### src/hw/rtl/cfc_pkg.sv
// Shared types and constants of the chunk framer.
package cfc_pkg;

  localparam int unsigned SIZE_W      = 12;
  localparam int unsigned MAX_PAYLOAD = 4084;
  localparam int unsigned QUEUE_DEPTH = 4;
  localparam int unsigned NUM_BYTES   = 8;
  localparam int unsigned HASH_BYTES  = 4;
  localparam logic [SIZE_W-1:0] SIZE_RESET = SIZE_W'(2941);

  localparam logic [1:0] KIND_NUMBER  = 2'd0;
  localparam logic [1:0] KIND_PAYLOAD = 2'd1;
  localparam logic [1:0] KIND_HASH    = 2'd2;

  // One classified payload byte, as passed from the front to the back.
  typedef struct packed {
    logic [7:0] data;
    logic       open;
    logic       close;
  } entry_t;

endpackage

### src/hw/rtl/cfc_front.sv
// Front end: accepts payload items and marks where chunks open and close.
module cfc_front #(
  parameter int unsigned MaxPayload = cfc_pkg::MAX_PAYLOAD
) (
  input  logic                       clk_i,
  input  logic                       rst_ni,
  input  logic [cfc_pkg::SIZE_W-1:0] payload_size_i,
  input  logic                       in_valid_i,
  output logic                       in_ready_o,
  input  logic [7:0]                 data_byte_i,
  input  logic                       end_of_input_i,
  input  logic                       q_full_i,
  output logic                       q_push_o,
  output cfc_pkg::entry_t            q_entry_o
);
  import cfc_pkg::*;

  localparam int unsigned PW = $clog2(MaxPayload + 1);
  localparam int unsigned CW = (PW > SIZE_W) ? PW : SIZE_W;

  logic          in_chunk_q, in_chunk_d;
  logic [PW-1:0] count_q, count_d;
  logic [PW-1:0] count_new;
  logic [CW-1:0] size_raw;
  logic [CW-1:0] size_eff;
  logic          close;
  logic          accept;

  assign in_ready_o = !q_full_i;
  assign accept     = in_valid_i && in_ready_o;

  // A size of zero acts as one; anything above the maximum is clamped.
  assign size_raw = CW'(payload_size_i);
  always_comb begin
    if (size_raw == '0) begin
      size_eff = CW'(1);
    end else if (size_raw > CW'(MaxPayload)) begin
      size_eff = CW'(MaxPayload);
    end else begin
      size_eff = size_raw;
    end
  end

  assign count_new = in_chunk_q ? count_q + PW'(1) : PW'(1);
  assign close     = end_of_input_i || (CW'(count_new) >= size_eff);

  assign q_push_o        = accept;
  assign q_entry_o.data  = data_byte_i;
  assign q_entry_o.open  = !in_chunk_q;
  assign q_entry_o.close = close;

  always_comb begin
    in_chunk_d = in_chunk_q;
    count_d    = count_q;
    if (accept) begin
      in_chunk_d = !close;
      count_d    = close ? '0 : count_new;
    end
  end

  always_ff @(posedge clk_i or negedge rst_ni) begin
    if (!rst_ni) begin
      in_chunk_q <= 1'b0;
      count_q    <= '0;
    end else begin
      in_chunk_q <= in_chunk_d;
      count_q    <= count_d;
    end
  end

endmodule

### src/hw/rtl/cfc_fifo.sv
// Short queue of classified items between the front and the back.
module cfc_fifo #(
  parameter int unsigned Depth = cfc_pkg::QUEUE_DEPTH
) (
  input  logic            clk_i,
  input  logic            rst_ni,
  input  logic            push_i,
  input  cfc_pkg::entry_t wdata_i,
  output logic            full_o,
  input  logic            pop_i,
  output logic            nempty_o,
  output cfc_pkg::entry_t rdata_o
);
  import cfc_pkg::*;

  localparam int unsigned AW = (Depth > 1) ? $clog2(Depth) : 1;
  localparam int unsigned NW = $clog2(Depth + 1);

  entry_t        mem_q [Depth];
  logic [AW-1:0] wr_q, wr_d;
  logic [AW-1:0] rd_q, rd_d;
  logic [NW-1:0] cnt_q, cnt_d;

  assign full_o   = (cnt_q == NW'(Depth));
  assign nempty_o = (cnt_q != '0);
  assign rdata_o  = mem_q[rd_q];

  always_comb begin
    wr_d  = wr_q;
    rd_d  = rd_q;
    cnt_d = cnt_q;
    if (push_i) begin
      wr_d = (wr_q == AW'(Depth - 1)) ? '0 : wr_q + AW'(1);
    end
    if (pop_i) begin
      rd_d = (rd_q == AW'(Depth - 1)) ? '0 : rd_q + AW'(1);
    end
    if (push_i && !pop_i) begin
      cnt_d = cnt_q + NW'(1);
    end else if (pop_i && !push_i) begin
      cnt_d = cnt_q - NW'(1);
    end
  end

  always_ff @(posedge clk_i) begin
    if (push_i) begin
      mem_q[wr_q] <= wdata_i;
    end
  end

  always_ff @(posedge clk_i or negedge rst_ni) begin
    if (!rst_ni) begin
      wr_q  <= '0;
      rd_q  <= '0;
      cnt_q <= '0;
    end else begin
      wr_q  <= wr_d;
      rd_q  <= rd_d;
      cnt_q <= cnt_d;
    end
  end

endmodule

### src/hw/rtl/cfc_back.sv
// Back end: emits number, payload and hash bytes and keeps the running hash.
module cfc_back (
  input  logic            clk_i,
  input  logic            rst_ni,
  input  logic            q_nempty_i,
  input  cfc_pkg::entry_t q_entry_i,
  output logic            q_pop_o,
  output logic            out_valid_o,
  input  logic            out_ready_i,
  output logic [7:0]      out_byte_o,
  output logic [1:0]      byte_kind_o,
  output logic            chunk_last_o
);
  import cfc_pkg::*;

  localparam logic [1:0] PH_NUM  = 2'd0;
  localparam logic [1:0] PH_PAY  = 2'd1;
  localparam logic [1:0] PH_HASH = 2'd2;

  logic [1:0]  ph_q, ph_d;
  logic [2:0]  idx_q, idx_d;
  logic [63:0] cn_q, cn_d;
  logic [31:0] part_q, part_d;
  logic [31:0] pow_q, pow_d;
  logic [31:0] cp_q, cp_d;
  logic        ov_q, ov_d;
  logic [7:0]  ob_q, ob_d;
  logic [1:0]  ok_q, ok_d;
  logic        ol_q, ol_d;

  logic        adv;
  logic        fold;
  logic [7:0]  fold_byte;
  logic [7:0]  num_byte;
  logic [31:0] hash;
  logic [31:0] cp_sum;

  assign adv      = q_nempty_i && (!ov_q || out_ready_i);
  assign num_byte = cn_q[{idx_q, 3'b000} +: 8];
  // The seeded hash is count*5^n plus the unseeded sum; count*5^n is kept in cp.
  assign hash     = cp_q + part_q;
  assign cp_sum   = cp_q + pow_q;

  always_comb begin
    ph_d      = ph_q;
    idx_d     = idx_q;
    cn_d      = cn_q;
    ov_d      = ov_q && !out_ready_i;
    ob_d      = ob_q;
    ok_d      = ok_q;
    ol_d      = ol_q;
    q_pop_o   = 1'b0;
    fold      = 1'b0;
    fold_byte = q_entry_i.data;
    if (adv) begin
      ov_d = 1'b1;
      ol_d = 1'b0;
      case (ph_q)
        PH_NUM, PH_PAY: begin
          if (ph_q == PH_NUM && q_entry_i.open) begin
            fold_byte = num_byte;
            fold      = 1'b1;
            ob_d      = num_byte;
            ok_d      = KIND_NUMBER;
            idx_d     = idx_q + 3'd1;
            if (idx_q == 3'(NUM_BYTES - 1)) begin
              ph_d  = PH_PAY;
              idx_d = '0;
            end
          end else begin
            fold = 1'b1;
            ob_d = q_entry_i.data;
            ok_d = KIND_PAYLOAD;
            if (q_entry_i.close) begin
              ph_d  = PH_HASH;
              idx_d = '0;
            end else begin
              ph_d    = PH_NUM;
              q_pop_o = 1'b1;
            end
          end
        end
        PH_HASH: begin
          ob_d  = hash[{idx_q[1:0], 3'b000} +: 8];
          ok_d  = KIND_HASH;
          idx_d = idx_q + 3'd1;
          if (idx_q == 3'(HASH_BYTES - 1)) begin
            ol_d    = 1'b1;
            ph_d    = PH_NUM;
            idx_d   = '0;
            cn_d    = cn_q + 64'd1;
            q_pop_o = 1'b1;
          end
        end
        default: begin
          ph_d  = PH_NUM;
          idx_d = '0;
        end
      endcase
    end
  end

  // Per hashed byte: sum = 5*sum + b, pow = 5*pow, cp = 5*(cp + pow).
  always_comb begin
    part_d = part_q;
    pow_d  = pow_q;
    cp_d   = cp_q;
    if (fold) begin
      part_d = (part_q << 2) + part_q + 32'(fold_byte);
      pow_d  = (pow_q << 2) + pow_q;
      cp_d   = (cp_sum << 2) + cp_sum;
    end else if (adv && ph_q == PH_HASH && idx_q == 3'(HASH_BYTES - 1)) begin
      part_d = '0;
      pow_d  = 32'd1;
      cp_d   = '0;
    end
  end

  assign out_valid_o  = ov_q;
  assign out_byte_o   = ob_q;
  assign byte_kind_o  = ok_q;
  assign chunk_last_o = ol_q;

  always_ff @(posedge clk_i) begin
    ob_q <= ob_d;
    ok_q <= ok_d;
    ol_q <= ol_d;
  end

  always_ff @(posedge clk_i or negedge rst_ni) begin
    if (!rst_ni) begin
      ph_q   <= PH_NUM;
      idx_q  <= '0;
      cn_q   <= '0;
      part_q <= '0;
      pow_q  <= 32'd1;
      cp_q   <= '0;
      ov_q   <= 1'b0;
    end else begin
      ph_q   <= ph_d;
      idx_q  <= idx_d;
      cn_q   <= cn_d;
      part_q <= part_d;
      pow_q  <= pow_d;
      cp_q   <= cp_d;
      ov_q   <= ov_d;
    end
  end

endmodule

### src/hw/rtl/chunk_framer_counter_hash.sv
// Top level of the chunk framer with chunk counter and multiply-by-five hash.
//
// Payload bytes enter on the input channel (in_valid_i, in_ready_o, data_byte_i,
// end_of_input_i), one item per accepted handshake. Framed bytes leave on the
// output channel (out_valid_o, out_ready_i, out_byte_o, byte_kind_o,
// chunk_last_o). Each chunk is its 8-byte little-endian number, its payload and
// a 4-byte little-endian hash; chunk_last_o marks the final hash byte.
// The front end classifies each input item (opens a chunk, closes a chunk) and
// writes it into a short queue; the back end expands queue items into output
// bytes and folds every number and payload byte into the hash.
// The input side takes one item per cycle while the queue has room. The back
// end emits one output byte per cycle while an item is queued and the output
// register is empty or being read. An opening item adds eight number bytes ahead,
// a closing one four hash bytes after; the queue feeds the output register.
// When the receiver stalls, the output register holds its byte, the back end
// stops, and the input side keeps accepting until the queue is full.
// Reset clears the chunk number to zero, closes any open chunk, empties the
// queue and restores payload_size to its reset value of 2941. Users must write
// the size through payload_size_we_i only while the block is idle; unenforced.
module chunk_framer_counter_hash #(
  parameter int unsigned MaxPayload = cfc_pkg::MAX_PAYLOAD,
  parameter int unsigned QueueDepth = cfc_pkg::QUEUE_DEPTH
) (
  input  logic                       clk_i,
  input  logic                       rst_ni,
  input  logic                       payload_size_we_i,
  input  logic [cfc_pkg::SIZE_W-1:0] payload_size_i,
  input  logic                       in_valid_i,
  output logic                       in_ready_o,
  input  logic [7:0]                 data_byte_i,
  input  logic                       end_of_input_i,
  output logic                       out_valid_o,
  input  logic                       out_ready_i,
  output logic [7:0]                 out_byte_o,
  output logic [1:0]                 byte_kind_o,
  output logic                       chunk_last_o
);
  import cfc_pkg::*;

  logic [SIZE_W-1:0] size_q;
  logic              q_full;
  logic              q_push;
  logic              q_pop;
  logic              q_nempty;
  entry_t            q_wdata;
  entry_t            q_rdata;

  // The size register; users must write it only with no item in flight (unchecked).
  always_ff @(posedge clk_i or negedge rst_ni) begin
    if (!rst_ni) begin
      size_q <= SIZE_RESET;
    end else if (payload_size_we_i) begin
      size_q <= payload_size_i;
    end
  end

  cfc_front #(
    .MaxPayload(MaxPayload)
  ) u_front (
    .clk_i         (clk_i),
    .rst_ni        (rst_ni),
    .payload_size_i(size_q),
    .in_valid_i    (in_valid_i),
    .in_ready_o    (in_ready_o),
    .data_byte_i   (data_byte_i),
    .end_of_input_i(end_of_input_i),
    .q_full_i      (q_full),
    .q_push_o      (q_push),
    .q_entry_o     (q_wdata)
  );

  cfc_fifo #(
    .Depth(QueueDepth)
  ) u_fifo (
    .clk_i   (clk_i),
    .rst_ni  (rst_ni),
    .push_i  (q_push),
    .wdata_i (q_wdata),
    .full_o  (q_full),
    .pop_i   (q_pop),
    .nempty_o(q_nempty),
    .rdata_o (q_rdata)
  );

  cfc_back u_back (
    .clk_i       (clk_i),
    .rst_ni      (rst_ni),
    .q_nempty_i  (q_nempty),
    .q_entry_i   (q_rdata),
    .q_pop_o     (q_pop),
    .out_valid_o (out_valid_o),
    .out_ready_i (out_ready_i),
    .out_byte_o  (out_byte_o),
    .byte_kind_o (byte_kind_o),
    .chunk_last_o(chunk_last_o)
  );

  // The closing flag only ever sits on the final hash byte.
  assert property (@(posedge clk_i) disable iff (!rst_ni)
    out_valid_o && chunk_last_o |-> byte_kind_o == KIND_HASH)
    else $error("chunk_last on a byte that is not a hash byte");

  // After a chunk has closed, the next byte out starts a new chunk number.
  assert property (@(posedge clk_i) disable iff (!rst_ni)
    out_valid_o && out_ready_i && chunk_last_o |=>
      !out_valid_o || byte_kind_o == KIND_NUMBER)
    else $error("chunk did not start with its number");

  // Number bytes never follow a payload byte directly: a hash must come first.
  assert property (@(posedge clk_i) disable iff (!rst_ni)
    out_valid_o && out_ready_i && byte_kind_o == KIND_PAYLOAD |=>
      !out_valid_o || byte_kind_o != KIND_NUMBER)
    else $error("chunk number emitted inside an open chunk");

  // A payload byte is never taken in while the queue is full.
  assert property (@(posedge clk_i) disable iff (!rst_ni)
    q_push |-> !q_full)
    else $error("queue overflow");

endmodule

### config.mk
export PLATFORM = sky130hd
export DESIGN_NAME = chunk_framer_counter_hash
export DESIGN_NICKNAME = d
export VERILOG_FILES = /design/src/hw/rtl/cfc_pkg.sv /design/src/hw/rtl/cfc_front.sv /design/src/hw/rtl/cfc_fifo.sv /design/src/hw/rtl/cfc_back.sv /design/src/hw/rtl/chunk_framer_counter_hash.sv
export SDC_FILE = /design/constraint.sdc
export NUM_CORES = 1
export LEC_CHECK = 0
export BUFFER_PORTS_ARGS = -buffer_cell sky130_fd_sc_hd__buf_2
export CAP_MARGIN = 20
export CORE_MARGIN = 5
export CORE_UTILIZATION = 60
export DETAILED_ROUTE_END_ITERATION = 7
export PLACE_DENSITY = 0.77
export SETUP_SLACK_MARGIN = 0.15
export SYNTH_ARGS = -nofsm -noshare
export SYNTH_HDL_FRONTEND = slang
export SYNTH_SLANG_ARGS = --single-unit
### constraint.sdc
create_clock -name clk_i -period 11.5 [get_ports clk_i]
set_clock_uncertainty 0.15 [all_clocks]
set_input_delay 0 -clock clk_i [delete_from_list [all_inputs] [get_ports clk_i]]
set_output_delay 0 -clock clk_i [all_outputs]
set_load 0.01 [all_outputs]
After elaboration in Yosys (flattened, before gate mapping)

Memory sizes are Yosys's and may differ from the RTL's.
Cells that the tools add are included.

Register bits after elaboration: 209
RAM bits: 40
Memories: 1

Memory list:

| name         | depth | width | read ports | clocked after Yosys merged registers in | wr ports | line           | source |
|---|---|---|---|---|---|---|---|
| u_fifo.mem_q | 4     | 10    | 1          | 0                                       | 1        | cfc_fifo.sv:19 | `entry_t mem_q [Depth];` |

Add/subtract/negate cells: 13
$lt $le $gt $ge: 2
Equal/unequal tests: 10
Shifts and indexed selects: 2
Mux-type cells: 39
Reductions and logical operators: 28

Operators with widths:

| cell                    | number |
|---|---|
| $add A32 B32 Y32        | 5 |
| $mux W32                | 5 |
| $add A64 B1 Y64 const B | 1 |
| $shiftx A64 B7 Y8       | 1 |
| $mux W12                | 4 |
| $add A32 B8 Y32         | 1 |
| $shiftx A32 B6 Y8       | 1 |
| $mux W8                 | 3 |
| $mux W3                 | 6 |
| $pmux W8 S2             | 1 |
| $add A12 B1 Y12 const B | 1 |
| $ge A12 B12 Y1          | 1 |
| $gt A12 B12 Y1 const B  | 1 |
| $logic_not A12 Y1       | 1 |
| $mux W2                 | 6 |
| $mux W1                 | 10 |
| $logic_and A1 B1 Y1     | 8 |
| $pmux W2 S2             | 2 |
| $logic_not A1 Y1        | 7 |
| $add A3 B1 Y3 const B   | 2 |
| $eq A2 B2 Y1 const B    | 3 |
| $eq A3 B3 Y1 const B    | 2 |
| $pmux W3 S2             | 1 |
| $reduce_and A3 Y1       | 2 |
| 14 further kinds        | 19 |

Depth between registers and ports, before layout

Gate-level depths: netlist of the first run.

Depth after elaboration: 8
Depth in mapped cells: 25

Cells and area by module

From an unflattened synthesis of the first run, not the netlist that was laid out.

Cells, all modules: 2047
Area, all modules: 19244.7 µm²

Modules (own cells, without submodules):

| module                    | times used | cells an instance | area each (µm²) | sequential area each (µm²) |
|---|---|---|---|---|
| cfc_back                  | 1          | 1786              | 15665.0         | 4460.5 |
| cfc_fifo                  | 1          | 89                | 1863.0          | 1376.3 |
| cfc_front                 | 1          | 147               | 1221.2          | 325.3 |
| chunk_framer_counter_hash | 1          | 25                | 495.5           | 311.5 |

Least setup slack after synthesis of the first run

Ideal clock, no wire load.

Path type: flip-flop to flip-flop
Start point: reg u_fifo.rd_q[0]
End point: reg u_back.part_q[30]
Setup time: 0.127 ns
Arrival time: 5.320 ns
Path slack: 5.903 ns
Cell stages (with the launch flop): 23
Path buffers: 1
Cells stage by stage: dfrtp_1 -> nor2b_1 -> a211oi_1 -> a2111oi_0 -> clkbuf_1 -> nand2_1 -> mux2i_1 -> fa_1 -> inv_1 -> ha_1 -> a21o_1 -> a21oi_1 -> o21bai_1 -> a21oi_1 -> nor2b_1 -> a311o_1 -> a31oi_1 -> o21ai_1 -> a41oi_1 -> o21ai_1 -> a211oi_1 -> mux2i_1 -> nand3_1

Longest elaborated chain between the ends: 7

RTL lines:

| element                | line            | source |
|---|---|---|
| from (decl)            | cfc_fifo.sv:21  | `logic [AW-1:0] rd_q, rd_d;` |
| from (signal assigned) | cfc_fifo.sv:58  | `rd_q <= rd_d;` |
| $mem_v2 Z4 W10 (*)     | -               |  |
| $logic_and A1 B1 Y1    | cfc_back.sv:60  | `if (ph_q == PH_NUM && q_entry_i.open) begin` |
| $mux W8                | cfc_back.sv:60  |  |
| $mux W8                | cfc_back.sv:58  | `case (ph_q)` |
| $mux W8 (*)            | cfc_back.sv:55  | `if (adv) begin` |
| $add A32 B8 Y32 (*)    | cfc_back.sv:109 | `part_d = (part_q << 2) + part_q + 32'(fold_byte);` |
| $mux W32 (*)           | cfc_back.sv:108 | `if (fold) begin` |
| to (signal assigned)   | cfc_back.sv:143 | `part_q <= part_d;` |
| to (decl)              | cfc_back.sv:23  | `logic [31:0] part_q, part_d;` |

Mark *: on every way between the ends. The rest lies on a longest branch, timed or not.
A chain may end at the register's enable or synchronous reset.

Final worst setup path of the first run

Ends and elaborated chain as after synthesis.

==> results of run 1 <==
## Yosys cell counts, types with 5 or more instances
master	instances	area share, %
a211oi_1	20	0.81
nand3_1	56	1.5
nand4_1	25	0.84
nor3_1	19	0.51
clkbuf_1	45	0.91
xnor2_1	126	5.9
or3_1	10	0.34
nor2_1	96	1.9
o21a_1	21	0.85
o21ai_1	14	0.38
a21o_1	69	2.8
a22o_1	30	1.4
mux2_2	12	0.73
nand2_1	224	4.5
a21oi_1	138	3.7
buf_2	5	0.13
o31ai_1	11	0.44
ha_1	199	13
o22ai_1	5	0.17
o21ai_0	153	4.1
and3_1	30	1.0
a211o_1	5	0.24
or2_2	5	0.17
nor2b_1	18	0.61
fa_1	10	1.1
buf_1	8	0.16
a31oi_1	21	0.71
xor2_1	69	3.2
and2_1	9	0.30
and4_1	6	0.28
o21bai_1	20	0.81
a32o_1	6	0.32
nand2b_1	19	0.64
dfstp_2	10	1.4
inv_1	77	1.6
edfxtp_1	51	8.2
o211ai_1	9	0.36
mux4_2	26	3.1
dfrtp_1	187	25
mux2i_1	13	0.70
## worst paths after layout
kind,start,end
max in group asynchronous,rst_ni,u_back.idx_q[0]
min in group asynchronous,rst_ni,u_back.pow_q[0]
min,data_byte_i[7],u_fifo.mem_q[2][9]
max reg2reg,u_fifo.rd_q[0],u_back.part_q[30]
min reg2reg,u_back.cn_q[63],u_back.cn_q[63]
max,u_fifo.rd_q[0],u_back.part_q[30]
## state kept, by name, summed over array words and instances (netlist names), 3 cells and up
name,count
u_fifo.mem_q,40
u_back.idx_q,3
size_q,12
u_back.out_byte_o,8
u_fifo.cnt_q,3
u_back.cp_q,32
u_front.count_q,12
u_back.pow_q,31
u_back.cn_q,64
u_back.part_q,32
## logic make-up after synthesis
group                    share of synthesized area, %
AO/OA/AOI/OAI                                    20.0
XOR/XNOR                                         9.44
adder cells (fa/ha/maj)                          14.5
buffers and inverters                            2.80
flip-flops                                       34.8
multiplexers                                     4.57
AND/OR/NAND/NOR                                  13.9
## worst reg2reg max path: cells and delay by family (launching register included)
kind	cells	cell delay [ns]
adders and majority gates	2	0.69
muxes	3	0.68
buffers and inverters	2	0.38
and+or+nand+nor	3	0.44
DFF	1	0.84
AOI/OAI and AO/OA	11	2.82
## cell type report
class / count / area (um^2) / share of cell area, %
multi-input combinational: 1577 / 11600 / 56.2
sequential: 248 / 6470 / 31.3
timing repair buffer: 96 / 792 / 3.82
clock buffer: 37 / 778 / 3.76
tap: 396 / 495 / 2.39
inverter: 79 / 297 / 1.43
clock inverter: 15 / 235 / 1.14
## stage by stage
stage / hold WS (ns) / worst slack (ns) / area [um^2]
after floorplan: -0.446 / 5.90 / 18600
after global placement: -0.156 / 5.65 / 19200
after detailed placement: -0.157 / 5.46 / 19200
after CTS: 0.00539 / 5.35 / 20700
after global routing: 0.0307 / 4.77 / 20700
final: 0.0434 / 5.37 / 20700
## routing by layer
layer | vias to the layer above | global-route usage [%] | part of all wire, %
li1 | 7314 | - | -
met1 | 7428 | 37.0 | 43
met2 | 438 | 47.2 | 48
met3 | 98 | 2.87 | 5.0
met4 | 0 | 8.63 | 3.5
met5 | - | 0 | 0
==> run_results.csv, run 1 <==
group,metric,value,unit
run_status,status,"finished, final reports clean",
logic_synthesis,ys_seq_area_share,34.8,%
setup_path,cp_top_family,"compound AO/OA/AOI/OAI gates",
setup_path,critical_path.max_stage_delay,0.84,ns
cells_and_area,utilization,67.7,%
setup_path,worstPathArrival,6.41,ns
cells_and_area,area_delta_synth_final,11.3,%
clock_tree,cts_made_buffers,28,
setup_path,cp_slowest_cell,"dfrtp_1",
setup_path,rrSetupSlack,5.37,ns
clock_tree,h-tree-depth,1,
logic_synthesis,synth_edf_count,51,
clock_tree,cts_resized,0,
route,detail-route-antenna-nets,0,
logic_synthesis,syn_nets,2197,
min_path,hold_class,"in -> reg",
timing,period_share,53.3,%
clock_tree,clk_latency,0.57,ns
logic_synthesis,ys.flop_type,"dfrtp_1",
cells_and_area,fillers,2349,
setup_path,critical_path_required,11.78,ns
placement,port_buffers,38,
placement,place_congestion,0.970,
clock_tree,postCtsSetupBuffers,0,
clock_tree,root_buffer,"clkbuf_16",
route,vias,15300,
route,drtIter0Drc,1015,
setup_path,worstSetupStartpointType,"flip-flop",
timing,fin_tns_setup,0,ns
route,drc,0,
timing,slew_headroom,36.5,%
cells_and_area,mostFrequentLayoutCell,"nand2_1",
cells_and_area,drive_above_1_share,8.92,%
die,initial_core_util,60.8,%
timing,drv_slew,0,
grt,grtUsageTotal,27.5,%
setup_path,critPathBufInv,2,
timing,layout_min_cycle_time,6.13,ns
timing,hold_violations,0,
route,drtPass1Iterations,5,
grt,grt_max_degree,79,
timing,setup_viol_count_final,0,
timing,fmax,163,MHz
timing,worstMarginPinSlew,0.952,ns
die,core_area,30600,um^2
logic_synthesis,syn_inst,1962,
logic_synthesis,synth_warnings,0,
logic_synthesis,ys_types,90,
setup_path,worstSetupPathType,"reg -> reg",
logic_synthesis,ys_ff_latch,248,
grt,grt_antenna_before_repair,0,
cells_and_area,layout_common_cells,"224 x nand2_1, 199 x ha_1, 186 x dfrtp_1, 153 x o21ai_0, 138 x a21oi_1",
setup_path,path_common_cell,"mux2i_1",
die,std_cell_rows,64,
die,io_pins,39,
grt,grt_remaining_overflow,0,
setup_path,crit_fanout,15,
grt,grt_pass1_vias,15000,
logic_synthesis,synth_area,18600,um^2
logic_synthesis,syn_area_per_cell,9.49,um^2
setup_path,crit_path_end_kind,"flip-flop",
grt,grt_pass1_wl,77.7,mm
setup_path,cp_cell_sequence,"mux2i_1 -> a2111oi_2 -> buf_4 -> nand2_1 -> mux2i_1 -> fa_1 -> inv_1 -> ha_1 -> a21o_1 -> a21oi_1 -> o21bai_1 -> a21oi_1 -> nor2b_1 -> a311o_1 -> a31oi_1 -> o21ai_1 -> a41oi_1 -> o21ai_1 -> a211oi_1 -> mux2i_1 -> nand3_1",
route,wl_per_cell,19.3,um
logic_synthesis,async_flop_share,79.4,%
min_path,hold_depth,2,
cells_and_area,num-nets-final,2265,
cells_and_area,final_cells,2448,
clock_tree,clk_pin_slew_worst_paths,0.06,ns
placement,dpl.hpwl,34.0,mm
die,die_w,186,um
timing,grt_setup_unrepaired,"no",
clock_tree,clockBufferDepth,3,
route,wirelength,47.1,mm
setup_path,worstRegToRegCells,21,
cells_and_area,diodes,0,
clock_tree,cts_num_sinks,248,
setup_path,path_depth,21,
die,die_h,186,um
placement,dp.cells,2346,
clock_tree,cts_tree,"built",
run,maxCapViolCount,0,
clock_tree,postCtsHoldBufs,48,
route,via_per_inst,6.24,
die,die_area,34600,um^2
Power of run 1 is left out: the tool's default activity adds up to more than one toggle a clock period on the data nets, which glitch-free logic cannot reach.
==> run 2, diff against run 1 <==
--- a/config.mk
+++ b/config.mk
@@ -5,6 +5,7 @@
 export SDC_FILE = /design/constraint.sdc
 export NUM_CORES = 1
 export LEC_CHECK = 0
+export ABC_AREA = 1
 export BUFFER_PORTS_ARGS = -buffer_cell sky130_fd_sc_hd__buf_2
 export CAP_MARGIN = 20
 export CORE_MARGIN = 5
==> constraint.sdc (replaced) <==
create_clock -name clk_i -period 6.3 [get_ports clk_i]
set_clock_uncertainty 0.15 [all_clocks]
set_input_delay 0 -clock clk_i [delete_from_list [all_inputs] [get_ports clk_i]]
set_output_delay 0 -clock clk_i [all_outputs]
set_load 0.01 [all_outputs]
==> run_results.csv, run 2 <==
group,metric,value,unit
logic_synthesis,synth_most_common_cell,"nand2_1",
setup_path,critical_path_required,6.66,ns
grt,grtUsageTotal,30.1,%
logic_synthesis,async_flop_share,79.4,%
route,detail-route-antenna-nets,0,
route,wirelength,58.1,mm
cells_and_area,diodes,0,
logic_synthesis,synth_top_cell_by_area,"dfrtp_1",
placement,dpl.hpwl,44.8,mm
cells_and_area,layout_common_cells,"694 x nand2_1, 341 x inv_1, 258 x a21oi_1, 236 x o21ai_0, 218 x nor2_1",
logic_synthesis,synth_area,20500,um^2
setup_path,worstSetupPathType,"reg -> reg",
timing,period_share,79.2,%
clock_tree,cts_num_sinks,248,
cells_and_area,mostFrequentLayoutCell,"nand2_1",
placement,placed_cell_area,21200,um^2
die,initial_core_util,61.1,%
timing,hold_violations,0,
cells_and_area,fin_area,22700,um^2
timing,fmax,201,MHz
die,die_area,38000,um^2
placement,dp.cells,3295,
clock_tree,cts_resized,0,
clock_tree,root_buffer,"clkbuf_16",
run,maxCapViolCount,0,
clock_tree,clk_latency,0.59,ns
route,vias,19800,
cells_and_area,top_regs,"u_back.cn_q x64, u_fifo.mem_q x40",
clock_tree,clk_pin_slew_worst_paths,0.06,ns
cells_and_area,top_register,"u_back.cn_q",
cells_and_area,final_cells,3399,
cells_and_area,largest_reg_flops,64,
setup_path,worstSetupStartpointType,"flip-flop",
die,die_h,195,um
logic_synthesis,ys_top_cells_by_count,"694 x nand2_1, 342 x inv_1, 258 x a21oi_1",
clock_tree,clockBufferDepth,3,
die,die_w,195,um
grt,grt_remaining_overflow,0,
timing,layout_min_cycle_time,4.99,ns
die,std_cell_rows,67,
clock_tree,postCtsSetupBuffers,0,
placement,place_congestion,0.974,
logic_synthesis,synth_area_leaders,"dfrtp_1 23%, nand2_1 13%, ha_1 12%",
grt,grt_max_degree,76,
logic_synthesis,syn_area_per_cell,7.20,um^2
timing,fin_tns_setup,0,ns
logic_synthesis,ys_ff_latch,248,
setup_path,crit_path_end_kind,"flip-flop",
timing,setup_viol_count_final,0,
grt,grt_pass1_vias,19400,
cells_and_area,fillers,2843,
placement,port_buffers,38,
setup_path,worstPathArrival,5.35,ns
logic_synthesis,yosys.area.top_type_share,22.8,%
min_path,hold_class,"in -> reg",
timing,worstMarginPinSlew,0.983,ns
timing,grt_setup_unrepaired,"no",
logic_synthesis,ys_seq_area_share,31.5,%
grt,grt_pass1_wl,95.9,mm
cells_and_area,drive_above_1_share,5.59,%
clock_tree,cts_tree,"built",
cells_and_area,area_delta_synth_final,10.7,%
route,drc,0,
die,io_pins,39,
clock_tree,h-tree-depth,1,
route,via_per_inst,5.82,
clock_tree,postCtsHoldBufs,49,
timing,slew_headroom,34.2,%
run_status,status,"finished, final reports clean",
die,core_area,33600,um^2
timing,drv_slew,0,
setup_path,crit_fanout,21,
logic_synthesis,synth_edf_count,51,
route,drtIter0Drc,1514,
clock_tree,cts_made_buffers,29,
logic_synthesis,syn_inst,2849,
logic_synthesis,ys.flop_type,"dfrtp_1",
logic_synthesis,synth_warnings,0,
route,drtPass1Iterations,7,
logic_synthesis,ys_types,58,
grt,grt_antenna_before_repair,0,
cells_and_area,num-nets-final,3163,
route,wl_per_cell,17.1,um
logic_synthesis,syn_nets,3084,
==> run 2: cell count changes after synthesis, moves of 55 or more <==
cell,change
nor2_1,+124
o21ai_0,+83
a21o_1,-55
inv_1,+265
xnor2_1,-90
a21oi_1,+120
nand3_1,+96
nand2_1,+470
==> run 2: worst max-delay path, cell delays in order (launching register included) <==
cell      delay, ns
dfrtp_1        0.37
inv_1          0.43
nand2_1        0.10
nand3_1        0.09
nand3_1        0.20
inv_1          0.38
o21ai_0        0.19
o21ai_0        0.24
fa_1           0.46
ha_1           0.36
a21oi_1        0.17
nand2_1        0.10
a21oi_1        0.29
o21ai_1        0.15
a21oi_1        0.33
o21ai_1        0.20
a21boi_1       0.24
nor2_1         0.09
nand2_1        0.06
nand2_1        0.06
nand2_1        0.05
nand2_1        0.05
o21ai_1        0.15
==> run 2: cells by family (layout without fill, tap and decap cells) <==
| family | Yosys count | count (layout) | share of synthesized area, % |
|---|---|---|---|
| and+or+nand+nor | 1249 | 1249 | 26.2 |
| AOI/OAI and AO/OA | 625 | 625 | 16.7 |
| buffers and inverters | 396 | 498 | 7.26 |
| DFF | 248 | 248 | 31.5 |
| adders and majority gates | 209 | 209 | 13.1 |
| xor gates and xnor gates | 121 | 121 | 5.16 |
| muxes | 1 | 1 | 0.0549 |
==> run 2: final cells by class <==
cell class	instances	area (um^2)	share of cell area (%)
clock buffers	34	774	3.41
flip-flops and latches	248	6470	28.5
multi-input cells	2205	12600	55.4
inverters	347	1300	5.74
repair buffers	97	782	3.44
well taps	448	561	2.47
clock inverters	20	241	1.06
==> run 2: stage by stage <==
| step | setup slack (ns) | utilization, % | hold WS (ns) |
|---|---|---|---|
| final | 1.31 | 67.6 | 0.0625 |
| after global placement | 1.62 | 63.0 | -0.0493 |
| after CTS | 1.44 | 67.5 | 0.0269 |
| after floorplan | 2.20 | - | -0.446 |
| after detailed placement | 1.46 | 63.0 | -0.0393 |
| after global routing | 0.878 | 67.6 | 0.0508 |
==> run 2: worst paths after layout <==
path | start | end | slack [ns] | cells after the start
max in group asynchronous | rst_ni | u_back.cp_q[7] | 4.74 | 4
min in group asynchronous | rst_ni | size_q[4] | 0.44 | 3
min reg2reg | u_back.cn_q[49] | u_back.cn_q[49] | 0.34 | 1
max reg2reg | u_fifo.rd_q[0] | u_back.part_q[24] | 1.31 | 22
min | data_byte_i[6] | u_fifo.mem_q[3][8] | 0.06 | 2
max | u_fifo.rd_q[0] | u_back.part_q[24] | 1.31 | 22
==> run 2: metal layers <==
metal | global-route usage (%) | part of all wire [%] | vias up
li1 | - | - | 9791
met1 | 42.0 | 45 | 9272
met2 | 50.5 | 46 | 641
met3 | 3.88 | 6.9 | 92
met4 | 6.67 | 2.2 | 0
met5 | 0 | 0 | -
Power of run 2 is left out for the same reason.
